File: src/rtl/core/cld_pkg.sv
// Shared types, constants and helpers of the content-length message deframer.
`default_nettype none

package cld_pkg;

    // Default width of the length counters
    localparam int LENGTH_BITS_DEF = 32;

    // Result event codes
    localparam logic [2:0] EV_BODY      = 3'd0;
    localparam logic [2:0] EV_EMPTY     = 3'd1;
    localparam logic [2:0] EV_NAME_LF   = 3'd2;
    localparam logic [2:0] EV_BAD_LEN   = 3'd3;
    localparam logic [2:0] EV_NUL       = 3'd4;
    localparam logic [2:0] EV_CR_NO_LF  = 3'd5;
    localparam logic [2:0] EV_VALUE_LF  = 3'd6;

    // Characters of interest
    localparam logic [7:0] CH_CR    = 8'h0d;
    localparam logic [7:0] CH_LF    = 8'h0a;
    localparam logic [7:0] CH_COLON = 8'h3a;
    localparam logic [7:0] CH_SPACE = 8'h20;
    localparam logic [7:0] CH_TAB   = 8'h09;
    localparam logic [7:0] CH_NUL   = 8'h00;

    // Length of the header name matched against
    localparam logic [3:0] KEY_LEN = 4'd14;

    // One result beat from the parser
    typedef struct packed {
        logic       valid;
        logic [7:0] body_byte;
        logic       last;
        logic [2:0] ev;
    } t_res;

    // Upper-case header name CONTENT-LENGTH, one letter per index
    function automatic logic [7:0] key_char(input logic [3:0] idx);
        logic [7:0] c;
        unique case (idx)
            4'd0:    c = 8'h43; // C
            4'd1:    c = 8'h4f; // O
            4'd2:    c = 8'h4e; // N
            4'd3:    c = 8'h54; // T
            4'd4:    c = 8'h45; // E
            4'd5:    c = 8'h4e; // N
            4'd6:    c = 8'h54; // T
            4'd7:    c = 8'h2d; // -
            4'd8:    c = 8'h4c; // L
            4'd9:    c = 8'h45; // E
            4'd10:   c = 8'h4e; // N
            4'd11:   c = 8'h47; // G
            4'd12:   c = 8'h54; // T
            4'd13:   c = 8'h48; // H
            default: c = 8'h00;
        endcase
        return c;
    endfunction

endpackage

`default_nettype wire

File: src/rtl/core/cld_parser.sv
// Header/body parse state and the per-byte step logic of the deframer.
`default_nettype none

module cld_parser #(
    parameter int LENGTH_BITS = cld_pkg::LENGTH_BITS_DEF
) (
    input  wire logic        i_clk,
    input  wire logic        i_rst_n,
    input  wire logic        i_fire,
    input  wire logic [7:0]  i_byte,
    output cld_pkg::t_res    o_res
);

    // Parse phase codes; unused codes behave as name start
    localparam logic [2:0] PH_NAME       = 3'd0;
    localparam logic [2:0] PH_NAME_CR    = 3'd1;
    localparam logic [2:0] PH_VALUE_LEAD = 3'd2;
    localparam logic [2:0] PH_VALUE      = 3'd3;
    localparam logic [2:0] PH_VALUE_CR   = 3'd4;
    localparam logic [2:0] PH_BODY       = 3'd5;

    // Digit state codes
    localparam logic [1:0] DS_NONE    = 2'd0;
    localparam logic [1:0] DS_RUN     = 2'd1;
    localparam logic [1:0] DS_ENDED   = 2'd2;
    localparam logic [1:0] DS_INVALID = 2'd3;

    logic [2:0]             r_phase, n_phase;
    logic [3:0]             r_idx, n_idx;
    logic                   r_mis, n_mis;
    logic [3:0]             r_nlen, n_nlen;
    logic                   r_cur_len, n_cur_len;
    logic                   r_seen, n_seen;
    logic [LENGTH_BITS-1:0] r_acc, n_acc;
    logic [1:0]             r_ds, n_ds;
    logic [LENGTH_BITS-1:0] r_rem, n_rem;

    logic [7:0]             up;
    logic                   is_digit;
    logic                   is_blank;
    logic [LENGTH_BITS+3:0] prod;
    logic                   ovf;
    logic [LENGTH_BITS-1:0] rem_dec;
    logic                   go_reset;
    logic                   go_name;
    cld_pkg::t_res          res;

    // Byte classification and the x10 + digit accumulate
    always_comb begin
        up       = ((i_byte >= 8'h61) && (i_byte <= 8'h7a)) ? (i_byte - 8'd32) : i_byte;
        is_digit = (i_byte >= 8'h30) && (i_byte <= 8'h39);
        is_blank = (i_byte == cld_pkg::CH_SPACE) || (i_byte == cld_pkg::CH_TAB);
        prod     = ({4'b0, r_acc} << 3) + ({4'b0, r_acc} << 1)
                 + {{LENGTH_BITS{1'b0}}, i_byte[3:0]};
        ovf      = |prod[LENGTH_BITS+3:LENGTH_BITS];
        rem_dec  = r_rem - {{(LENGTH_BITS-1){1'b0}}, 1'b1};
    end

    // Step logic for one byte
    always_comb begin
        n_phase   = r_phase;
        n_idx     = r_idx;
        n_mis     = r_mis;
        n_nlen    = r_nlen;
        n_cur_len = r_cur_len;
        n_seen    = r_seen;
        n_acc     = r_acc;
        n_ds      = r_ds;
        n_rem     = r_rem;
        go_reset  = 1'b0;
        go_name   = 1'b0;
        res       = '0;

        if (i_fire) begin
            if (i_byte == cld_pkg::CH_NUL) begin
                // NUL drops the message in any phase
                go_reset  = 1'b1;
                res.valid = 1'b1;
                res.ev    = cld_pkg::EV_NUL;
            end else begin
                unique case (r_phase)
                    PH_BODY: begin
                        n_rem         = rem_dec;
                        res.valid     = 1'b1;
                        res.body_byte = i_byte;
                        res.ev        = cld_pkg::EV_BODY;
                        if (rem_dec == '0) begin
                            res.last = 1'b1;
                            go_reset = 1'b1;
                        end
                    end
                    PH_NAME_CR: begin
                        if (i_byte != cld_pkg::CH_LF) begin
                            go_name   = 1'b1;
                            res.valid = 1'b1;
                            res.ev    = cld_pkg::EV_CR_NO_LF;
                        end else if ((r_nlen == 4'd0) && r_seen) begin
                            // blank line: body or empty message
                            if (r_rem == '0) begin
                                go_reset  = 1'b1;
                                res.valid = 1'b1;
                                res.last  = 1'b1;
                                res.ev    = cld_pkg::EV_EMPTY;
                            end else begin
                                n_phase = PH_BODY;
                            end
                        end else begin
                            go_reset  = 1'b1;
                            res.valid = 1'b1;
                            res.ev    = cld_pkg::EV_NAME_LF;
                        end
                    end
                    PH_VALUE_LEAD, PH_VALUE: begin
                        if (!((r_phase == PH_VALUE_LEAD) && is_blank)) begin
                            n_phase = PH_VALUE;
                            if (i_byte == cld_pkg::CH_CR) begin
                                n_phase = PH_VALUE_CR;
                            end else if (i_byte == cld_pkg::CH_LF) begin
                                go_name   = 1'b1;
                                res.valid = 1'b1;
                                res.ev    = cld_pkg::EV_VALUE_LF;
                            end else if (is_digit && (r_ds <= DS_RUN)) begin
                                if (ovf) begin
                                    n_ds = DS_INVALID;
                                end else begin
                                    n_acc = prod[LENGTH_BITS-1:0];
                                    n_ds  = DS_RUN;
                                end
                            end else if (r_ds == DS_NONE) begin
                                n_ds = DS_INVALID;
                            end else if (r_ds == DS_RUN) begin
                                n_ds = DS_ENDED;
                            end
                        end
                    end
                    PH_VALUE_CR: begin
                        if (i_byte != cld_pkg::CH_LF) begin
                            go_name   = 1'b1;
                            res.valid = 1'b1;
                            res.ev    = cld_pkg::EV_CR_NO_LF;
                        end else if (r_cur_len && !((r_ds == DS_RUN) || (r_ds == DS_ENDED))) begin
                            go_reset  = 1'b1;
                            res.valid = 1'b1;
                            res.ev    = cld_pkg::EV_BAD_LEN;
                        end else begin
                            if (r_cur_len) begin
                                n_rem  = r_acc;
                                n_seen = 1'b1;
                            end
                            go_name = 1'b1;
                        end
                    end
                    default: begin
                        // header name
                        n_phase = PH_NAME;
                        if (up == cld_pkg::CH_CR) begin
                            n_phase = PH_NAME_CR;
                        end else if (up == cld_pkg::CH_LF) begin
                            go_reset  = 1'b1;
                            res.valid = 1'b1;
                            res.ev    = cld_pkg::EV_NAME_LF;
                        end else if (up == cld_pkg::CH_COLON) begin
                            n_cur_len = !r_mis && (r_idx == cld_pkg::KEY_LEN)
                                     && (r_nlen == cld_pkg::KEY_LEN);
                            n_acc     = '0;
                            n_ds      = DS_NONE;
                            n_phase   = PH_VALUE_LEAD;
                        end else begin
                            if (!r_mis && (r_idx < cld_pkg::KEY_LEN)
                                && (up == cld_pkg::key_char(r_idx))) begin
                                n_idx = r_idx + 4'd1;
                            end else begin
                                n_mis = 1'b1;
                            end
                            if (r_nlen != 4'hf) begin
                                n_nlen = r_nlen + 4'd1;
                            end
                        end
                    end
                endcase
            end

            // Restart of the whole message or of the header parse
            if (go_reset) begin
                n_phase   = PH_NAME;
                n_idx     = '0;
                n_mis     = 1'b0;
                n_nlen    = '0;
                n_cur_len = 1'b0;
                n_seen    = 1'b0;
                n_acc     = '0;
                n_ds      = DS_NONE;
                n_rem     = '0;
            end else if (go_name) begin
                n_phase = PH_NAME;
                n_idx   = '0;
                n_mis   = 1'b0;
                n_nlen  = '0;
            end
        end
    end

    assign o_res = res;

    // Parse state registers
    always_ff @(posedge i_clk) begin
        if (!i_rst_n) begin
            r_phase   <= PH_NAME;
            r_idx     <= '0;
            r_mis     <= 1'b0;
            r_nlen    <= '0;
            r_cur_len <= 1'b0;
            r_seen    <= 1'b0;
            r_acc     <= '0;
            r_ds      <= DS_NONE;
            r_rem     <= '0;
        end else begin
            r_phase   <= n_phase;
            r_idx     <= n_idx;
            r_mis     <= n_mis;
            r_nlen    <= n_nlen;
            r_cur_len <= n_cur_len;
            r_seen    <= n_seen;
            r_acc     <= n_acc;
            r_ds      <= n_ds;
            r_rem     <= n_rem;
        end
    end

endmodule

`default_nettype wire

File: src/rtl/core/content_length_message_deframer_top.sv
// Top level of the content-length message deframer: input register, parser, result register.
//
//  channel | direction | handshake          | payload
//  --------+-----------+--------------------+-------------------------------------------
//  in      | to block  | i_valid / o_stall  | i_in_byte
//  out     | from block| o_valid / i_stall  | o_body_byte, o_last_of_body, o_event_res
//
// One byte per clock sustained while i_stall is low; a byte is taken into the input
// register, passes through the parser, and its result is held in the result register,
// which drives the outputs.
// Reset is synchronous and clears the parse state at once; no start-up sweep.
// A stalled result holds in the result register; the byte behind it waits in the
// input register and o_stall rises only once both are occupied.
`default_nettype none

module content_length_message_deframer_top #(
    parameter int LENGTH_BITS = cld_pkg::LENGTH_BITS_DEF
) (
    input  wire logic       i_clk,
    input  wire logic       i_rst_n,
    input  wire logic       i_valid,
    output logic            o_stall,
    input  wire logic [7:0] i_in_byte,
    output logic            o_valid,
    input  wire logic       i_stall,
    output logic [7:0]      o_body_byte,
    output logic            o_last_of_body,
    output logic [2:0]      o_event_res
);

    logic          r_in_valid, n_in_valid;
    logic [7:0]    r_in_byte;
    logic          r_out_valid, n_out_valid;
    logic [7:0]    r_body_byte;
    logic          r_last;
    logic [2:0]    r_ev;
    logic          fire;
    logic          in_take;
    cld_pkg::t_res res;

    // Parse the held byte when the result register can take its beat
    assign fire    = r_in_valid && (!r_out_valid || !i_stall);
    assign o_stall = r_in_valid && !fire;
    assign in_take = i_valid && !o_stall;

    cld_parser #(
        .LENGTH_BITS (LENGTH_BITS)
    ) u_parser (
        .i_clk   (i_clk),
        .i_rst_n (i_rst_n),
        .i_fire  (fire),
        .i_byte  (r_in_byte),
        .o_res   (res)
    );

    always_comb begin
        n_in_valid  = in_take ? 1'b1 : (fire ? 1'b0 : r_in_valid);
        n_out_valid = fire ? res.valid : (r_out_valid && i_stall);
    end

    // Handshake state
    always_ff @(posedge i_clk) begin
        if (!i_rst_n) begin
            r_in_valid  <= 1'b0;
            r_out_valid <= 1'b0;
        end else begin
            r_in_valid  <= n_in_valid;
            r_out_valid <= n_out_valid;
        end
    end

    // Payload registers
    always_ff @(posedge i_clk) begin
        if (in_take) begin
            r_in_byte <= i_in_byte;
        end
        if (fire && res.valid) begin
            r_body_byte <= res.body_byte;
            r_last      <= res.last;
            r_ev        <= res.ev;
        end
    end

    assign o_valid        = r_out_valid;
    assign o_body_byte    = r_body_byte;
    assign o_last_of_body = r_last;
    assign o_event_res    = r_ev;

endmodule

`default_nettype wire

File: config.mk
export PLATFORM = sky130hd
export DESIGN_NAME = content_length_message_deframer_top
export DESIGN_NICKNAME = d
export VERILOG_FILES = /design/src/rtl/core/cld_pkg.sv /design/src/rtl/core/cld_parser.sv /design/src/rtl/core/content_length_message_deframer_top.sv
export SDC_FILE = /design/constraint.sdc
export NUM_CORES = 1
export LEC_CHECK = 0
export ABC_AREA = 1
export BUFFER_PORTS_ARGS = -buffer_cell sky130_fd_sc_hd__buf_4
export CORE_ASPECT_RATIO = 1.4
export CORE_MARGIN = 2
export CORE_UTILIZATION = 60
export CTS_BUF_LIST = sky130_fd_sc_hd__clkbuf_2 sky130_fd_sc_hd__clkbuf_4 sky130_fd_sc_hd__clkbuf_8
export DETAILED_ROUTE_END_ITERATION = 10
export PLACE_DENSITY = 0.88
export SETUP_SLACK_MARGIN = 0.1
export SYNTH_ARGS = -nofsm -noshare
export SYNTH_HDL_FRONTEND = slang
export SYNTH_SLANG_ARGS = --single-unit
File: constraint.sdc
create_clock -name i_clk -period 4.5 [get_ports i_clk]
set_input_delay 0.225 -clock i_clk [delete_from_list [all_inputs] [get_ports i_clk]]
set_output_delay 0.225 -clock i_clk [all_outputs]
set_load 0.005 [all_outputs]
Yosys cells after proc, flatten, opt, wreduce, memory -nomap -nowiden
Memories as Yosys holds them, arrays and structs flattened. A register that Yosys moved wholly into a read port is not among the register bits.
Cells that the tools add are included.

cells by class
  add/sub/neg operators = 6
  order comparisons = 6
  equal/unequal tests = 48
  multiplexer cells = 132
  bitwise gates (word level) = 2
  reduce and logical (&&, ||, !) cells = 53

operator list
  kind                     count
  $mux W32                 15
  $pmux W32 S2             2
  $mux W4                  19
  $logic_not A32 Y1        2
  $mux W8                  8
  $mux W3                  18
  $mux W1                  46
  $eq A8 B4 Y1 const B     5
  $ne A3 B3 Y1 const B     13
  $add A35 B33 Y36         1
  $add A36 B4 Y36          1
  $sub A32 B1 Y32 const B  1
  $mux W2                  15
  $reduce_and A7 Y1        4
  $reduce_and A6 Y1        3
  $eq A8 B6 Y1 const B     2
  $ne A4 B4 Y1 const B     4
  $logic_and A1 B1 Y1      15
  $mux W13                 1
  $ne A3 B1 Y1 const B     4
  $pmux W3 S4              1
  $reduce_bool A3 Y1       4
  $reduce_and A11 Y1       1
  $ne A2 B2 Y1 const B     5
  other kinds (37)         57

word-level totals
  register bits = 102
  ROM bits = 112
  output and inout port bits = 14
  memories = 1

memories
  name              words  bits a word  rd ports  clocked after memory_dff  write ports  line           text
  (name not given)  16     7            1         1                         0            cld_pkg.sv:40  unique case (idx)

Longest topological paths before layout
  depth after elaboration = 22
  depth in mapped cells = 26

By module
Synthesis repeated with hierarchy kept, for this count alone.

second synthesis, totals
  cell total of the unflattened synthesis = 1342
  area total of the unflattened synthesis = 9121.2 um^2

by module, submodules not included
  module                               instances  cells an instance  area an instance (um^2)  sequential area each (um^2)
  cld_parser                           1          1305               8414.3                   1741.7
  content_length_message_deframer_top  1          37                 706.9                    640.6

Least setup slack after synthesis
No wires, ideal clock.

  kind = register to register
  start point = register r_in_byte[3]
  end point = register u_parser.r_acc[28]
  setup time = 116 ps
  arrival time = 3276 ps
  data required time = 4384 ps
  setup slack = 1109 ps
  cell stages (with the launch flop) = 19
  path buffers = 1
  cell sequence = edfxtp_1 fa_1 inv_1 fa_1 nand3b_1 nand2_1 a31oi_1 o21ai_0 nand3b_1 nand2_1 a21o_1 nand3_1 o21ai_0 nand2_1 nand2_1 nand2_1 buf_2 o21ai_0 nor2_1

between the ends
  word-level cells in the longest chain between the ends = 11
  elaborated cells on any way between the ends = 48
  classes of those cells = add/sub: 2; order compare: 4; eq/ne: 17; mux: 16; reduce/logical: 9

ends and longest elaborated chain
  element                                              line                                       text
  from (decl)                                          content_length_message_deframer_top.sv:32  logic [7:0] r_in_byte;
  from (signal assigned)                               content_length_message_deframer_top.sv:75  r_in_byte <= i_in_byte;
  $ge A8 B7 Y1 / $le A8 B7 Y1 (equally long branches)  cld_parser.sv:50                           up = ((i_byte >= 8'h61) && (i_byte <= 8'h7a)) ? (i_byte - 8'd32) : i_byte;
  $logic_and A1 B1 Y1                                  cld_parser.sv:50
  $mux W8                                              cld_parser.sv:50
  $eq A8 B4 Y1                                         cld_parser.sv:158                          end else if (up == cld_pkg::CH_LF) begin
  $mux W1                                              cld_parser.sv:158
  $mux W1                                              cld_parser.sv:156                          if (up == cld_pkg::CH_CR) begin
  $pmux W1 S4                                          cld_parser.sv:81                           unique case (r_phase)
  $mux W1                                              cld_parser.sv:75                           if (i_byte == cld_pkg::CH_NUL) begin
  $mux W1                                              cld_parser.sv:74                           if (i_fire) begin
  $ne A3 B3 Y1 (no line) (tied with other cells)       n/a
  $reduce_and A11 Y1 (no line)                         n/a
  to (signal assigned)                                 cld_parser.sv:224                          r_acc <= n_acc;
  to (decl)                                            cld_parser.sv:34                           logic [LENGTH_BITS-1:0] r_acc, n_acc;

Parallel ways exist; a longest one is shown, timed or not. The select of a mux whose other input is x is not followed.
A chain may end at the register's enable or synchronous reset.

Worst setup path after layout
  start point = register r_in_byte[3]
  end point = register u_parser.r_acc[22]

Same word-level chain as after synthesis.

==> out/metrics.yaml <==
timing:
  min_period_over_period_pct: 87.6
  fmax_mhz: 254
  fin_setup_tns_ns: 0
  worstMarginPinSlew_ns: 0.598
  timing.slew.headroom_pct: 60.1
  rsz0062_at_grt: "false"
  min_period_ns: 3.94
  hold_viol: 0
  final_max_slew_viol_count: 0
  skew_ns: 0.0219
  setup_viol: 0
status:
  status: "complete, but fails checks"
  violations: "DRC"
drt:
  drc: 1
  wl_per_cell_um: 16.1
  ant_nets: 0
  first_pass_iters: 8
  vias: 9244
  via_per_inst: 6.06
  drt_iter0_drc: 830
  drt_wl_total_um: 24500
floorplan:
  dieArea_mm2: 0.0157
  initial_core_util_pct: 61.2
  placementRows: 52
  pin_count: 26
  chipHeight_um: 147
  fp.dieW_um: 106
  coreArea_mm2: 0.0144
power_and_ir_drop:
  p_per_area_mw_per_mm2: 207
  power_leakage_nw: 4.21
  irDropWorstVdd_mv: 0.149
  p_total_mw: 1.94
clock_tree:
  cts_tree: "yes"
  clk_latency_ns: 0.40
  post_cts.repair.setup_buffers: 0
  htreeDepth: 3
  postCtsResizedCells: 0
  clk_pin_slew_ns: 0.11
  cts_buffer_depth: 2
  cts-root-buf: "clkbuf_8"
  cts_buffers: 9
  numClockSinks: 109
  ctsHoldBuffers: 7
placement:
  dpl-instance-area_mm2: 0.00910
  dp_hpwl_um: 18400
  place.port_buffers: 25
  place.gp.congestion: 1.02
  place_inst: 1503
setup_path:
  crit_arrival_ns: 4.22
  endpoint_kind: "flop"
  path_class: "reg2reg"
  cp.required_ns: 4.78
  critPathMaxFanout: 24
  worst_setup_path_start_kind: "flop"
global_route:
  grt_antenna_before_repair: 0
  grt_pass1_vias: 8826
  track_usage_pct: 31.8
  overflow: 0
  grt_pass1_wl_um: 40900
  grt_max_degree: 58
logic_synthesis:
  synth_common_cells: "nand2_1 (296), nor2_1 (167), a21oi_1 (142), inv_1 (118), dfxtp_1 (89)"
  synth_flop_cell: "dfxtp_1"
  ys_ff_latch: 109
  synth_edf_count: 20
  yosys_warnings: 0
  synth_area_leader_cell: "dfxtp_1"
  synthArstFlopShare_pct: 0
  syn_inst: 1316
  syn_avg_cell_area_um2: 6.69
  yosysSeqAreaShare_pct: 27.1
  synth_most_common_cell: "nand2_1"
  mappedNetlistArea_mm2: 0.00880
  synth_top_area_share_pct: 20.2
  synth.top_cells.by_area: "dfxtp_1 (20%), nand2_1 (13%), ha_1 (11%)"
  synth_cell_types: 49
  synthesis.nets: 1410
cells_and_area:
  diodes: 0
  final_layout_size_suffix_gt1_share_pct: 7.33
  n_fill_cell: 1257
  instances_no_fill: 1526
  fin_nets: 1426
  areaGrowthSynthToFinish_pct: 6.31
  fin_area_mm2: 0.00936
hold_path:
  hp-class: "in2reg"
run:
  max-cap-violations: 0
==> layout make-up <==
class / instances / area (um^2) / share of cell area, %
Inverter: 132 / 495 / 5.29
Clock buffer: 10 / 131 / 1.40
Clock inverter: 6 / 60.1 / 0.642
Timing Repair Buffer: 42 / 333 / 3.56
Sequential cell: 109 / 2380 / 25.5
Multi-Input combinational cell: 1038 / 5720 / 61.1
Tap cell: 189 / 236 / 2.53
==> placed cells by master, fill, tap and decap left out, types with 10 or more instances in the layout <==
cell type and count:
a21oi_1 142, buf_4 35, dfxtp_1 89, edfxtp_1 20, ha_1 80, inv_1 118
inv_2 10, nand2_1 296, nand2_2 10, nand3_1 77, nand4_1 30, nor2_1 166
nor2_2 11, nor3_1 20, o211ai_1 31, o21a_1 19, o21ai_0 60, o21ai_1 10
xor2_1 11
==> path summary, 6_finish.rpt <==
path	startpoint	endpoint	slack (ns)	depth (start not counted)
setup / recovery	r_in_byte[3]	u_parser.r_acc[22]	0.56	19
hold / removal	i_in_byte[3]	r_in_byte[3]	0.02	1
setup reg to reg	r_in_byte[3]	u_parser.r_acc[22]	0.56	19
hold reg to reg	u_parser.r_ds[1]	u_parser.r_ds[1]	0.48	2
==> per-stage QoR <==
stage	worst slack (ns)	hold slack, ns	utilization, %
global placement	0.777	0.403	63.3
detailed placement	0.647	0.405	63.3
global route	0.126	0.00994	65.1
floorplan	1.11	0.324	-
finish	0.558	0.0224	65.1
CTS	0.589	0.0105	65.1
==> kinds of logic (layout without fill, tap and decap cells) <==
logic type,Yosys count,in the layout,share of synthesized area (%)
flops,109,109,27.1
fa+ha+maj,82,82,11.8
simple gates,644,644,32.2
buf+inv,169,190,8.03
xor+xnor,20,20,1.99
compound gates,292,292,18.9
==> layer usage <==
layer	vias to the layer above	global-route usage [%]	routed length (um)
li1	4490	-	-
met4	0	16.9	1170
met1	4252	39.0	9900
met2	384	53.9	11900
met3	118	4.26	1560
met5	-	0	0
==> sequential cells by signal, indices dropped and copies added (netlist names), named ones only <==
| name | flops |
|---|---|
| o_last_of_body | 1 |
| r_in_valid | 1 |
| u_parser.r_phase | 3 |
| o_body_byte | 8 |
| u_parser.r_acc | 32 |
| u_parser.r_rem | 32 |
| u_parser.r_idx | 4 |
| o_valid | 1 |
| u_parser.r_seen | 1 |
| u_parser.r_ds | 2 |
| u_parser.r_cur_len | 1 |
| o_event_res | 3 |
| u_parser.r_mis | 1 |
| u_parser.r_nlen | 4 |
| r_in_byte | 8 |
==> critical path, stage by stage (launching register included) <==
cell      delay (ns)
edfxtp_1        0.49
fa_1            0.59
inv_1           0.06
fa_1            0.45
nand3b_1        0.18
nand2_1         0.11
a31oi_1         0.14
o21bai_1        0.31
a21oi_1         0.18
inv_1           0.09
nand3_1         0.10
nand3_1         0.10
nand2_1         0.06
nor2_1          0.11
nand2_1         0.08
nand2_1         0.08
nand2_1         0.17
buf_4           0.28
o21ai_0         0.17
nor2_1          0.06
==> power by group <==
part | switching, mW | leakage (nW) | total (mW) | internal [mW]
combinational | 0.205 | 3.22 | 0.305 | 0.0996
clock | 0.375 | 0.0981 | 0.596 | 0.221
sequential | 0.0230 | 0.891 | 1.04 | 1.02
Note: power is estimated with default switching activity, not from simulation.
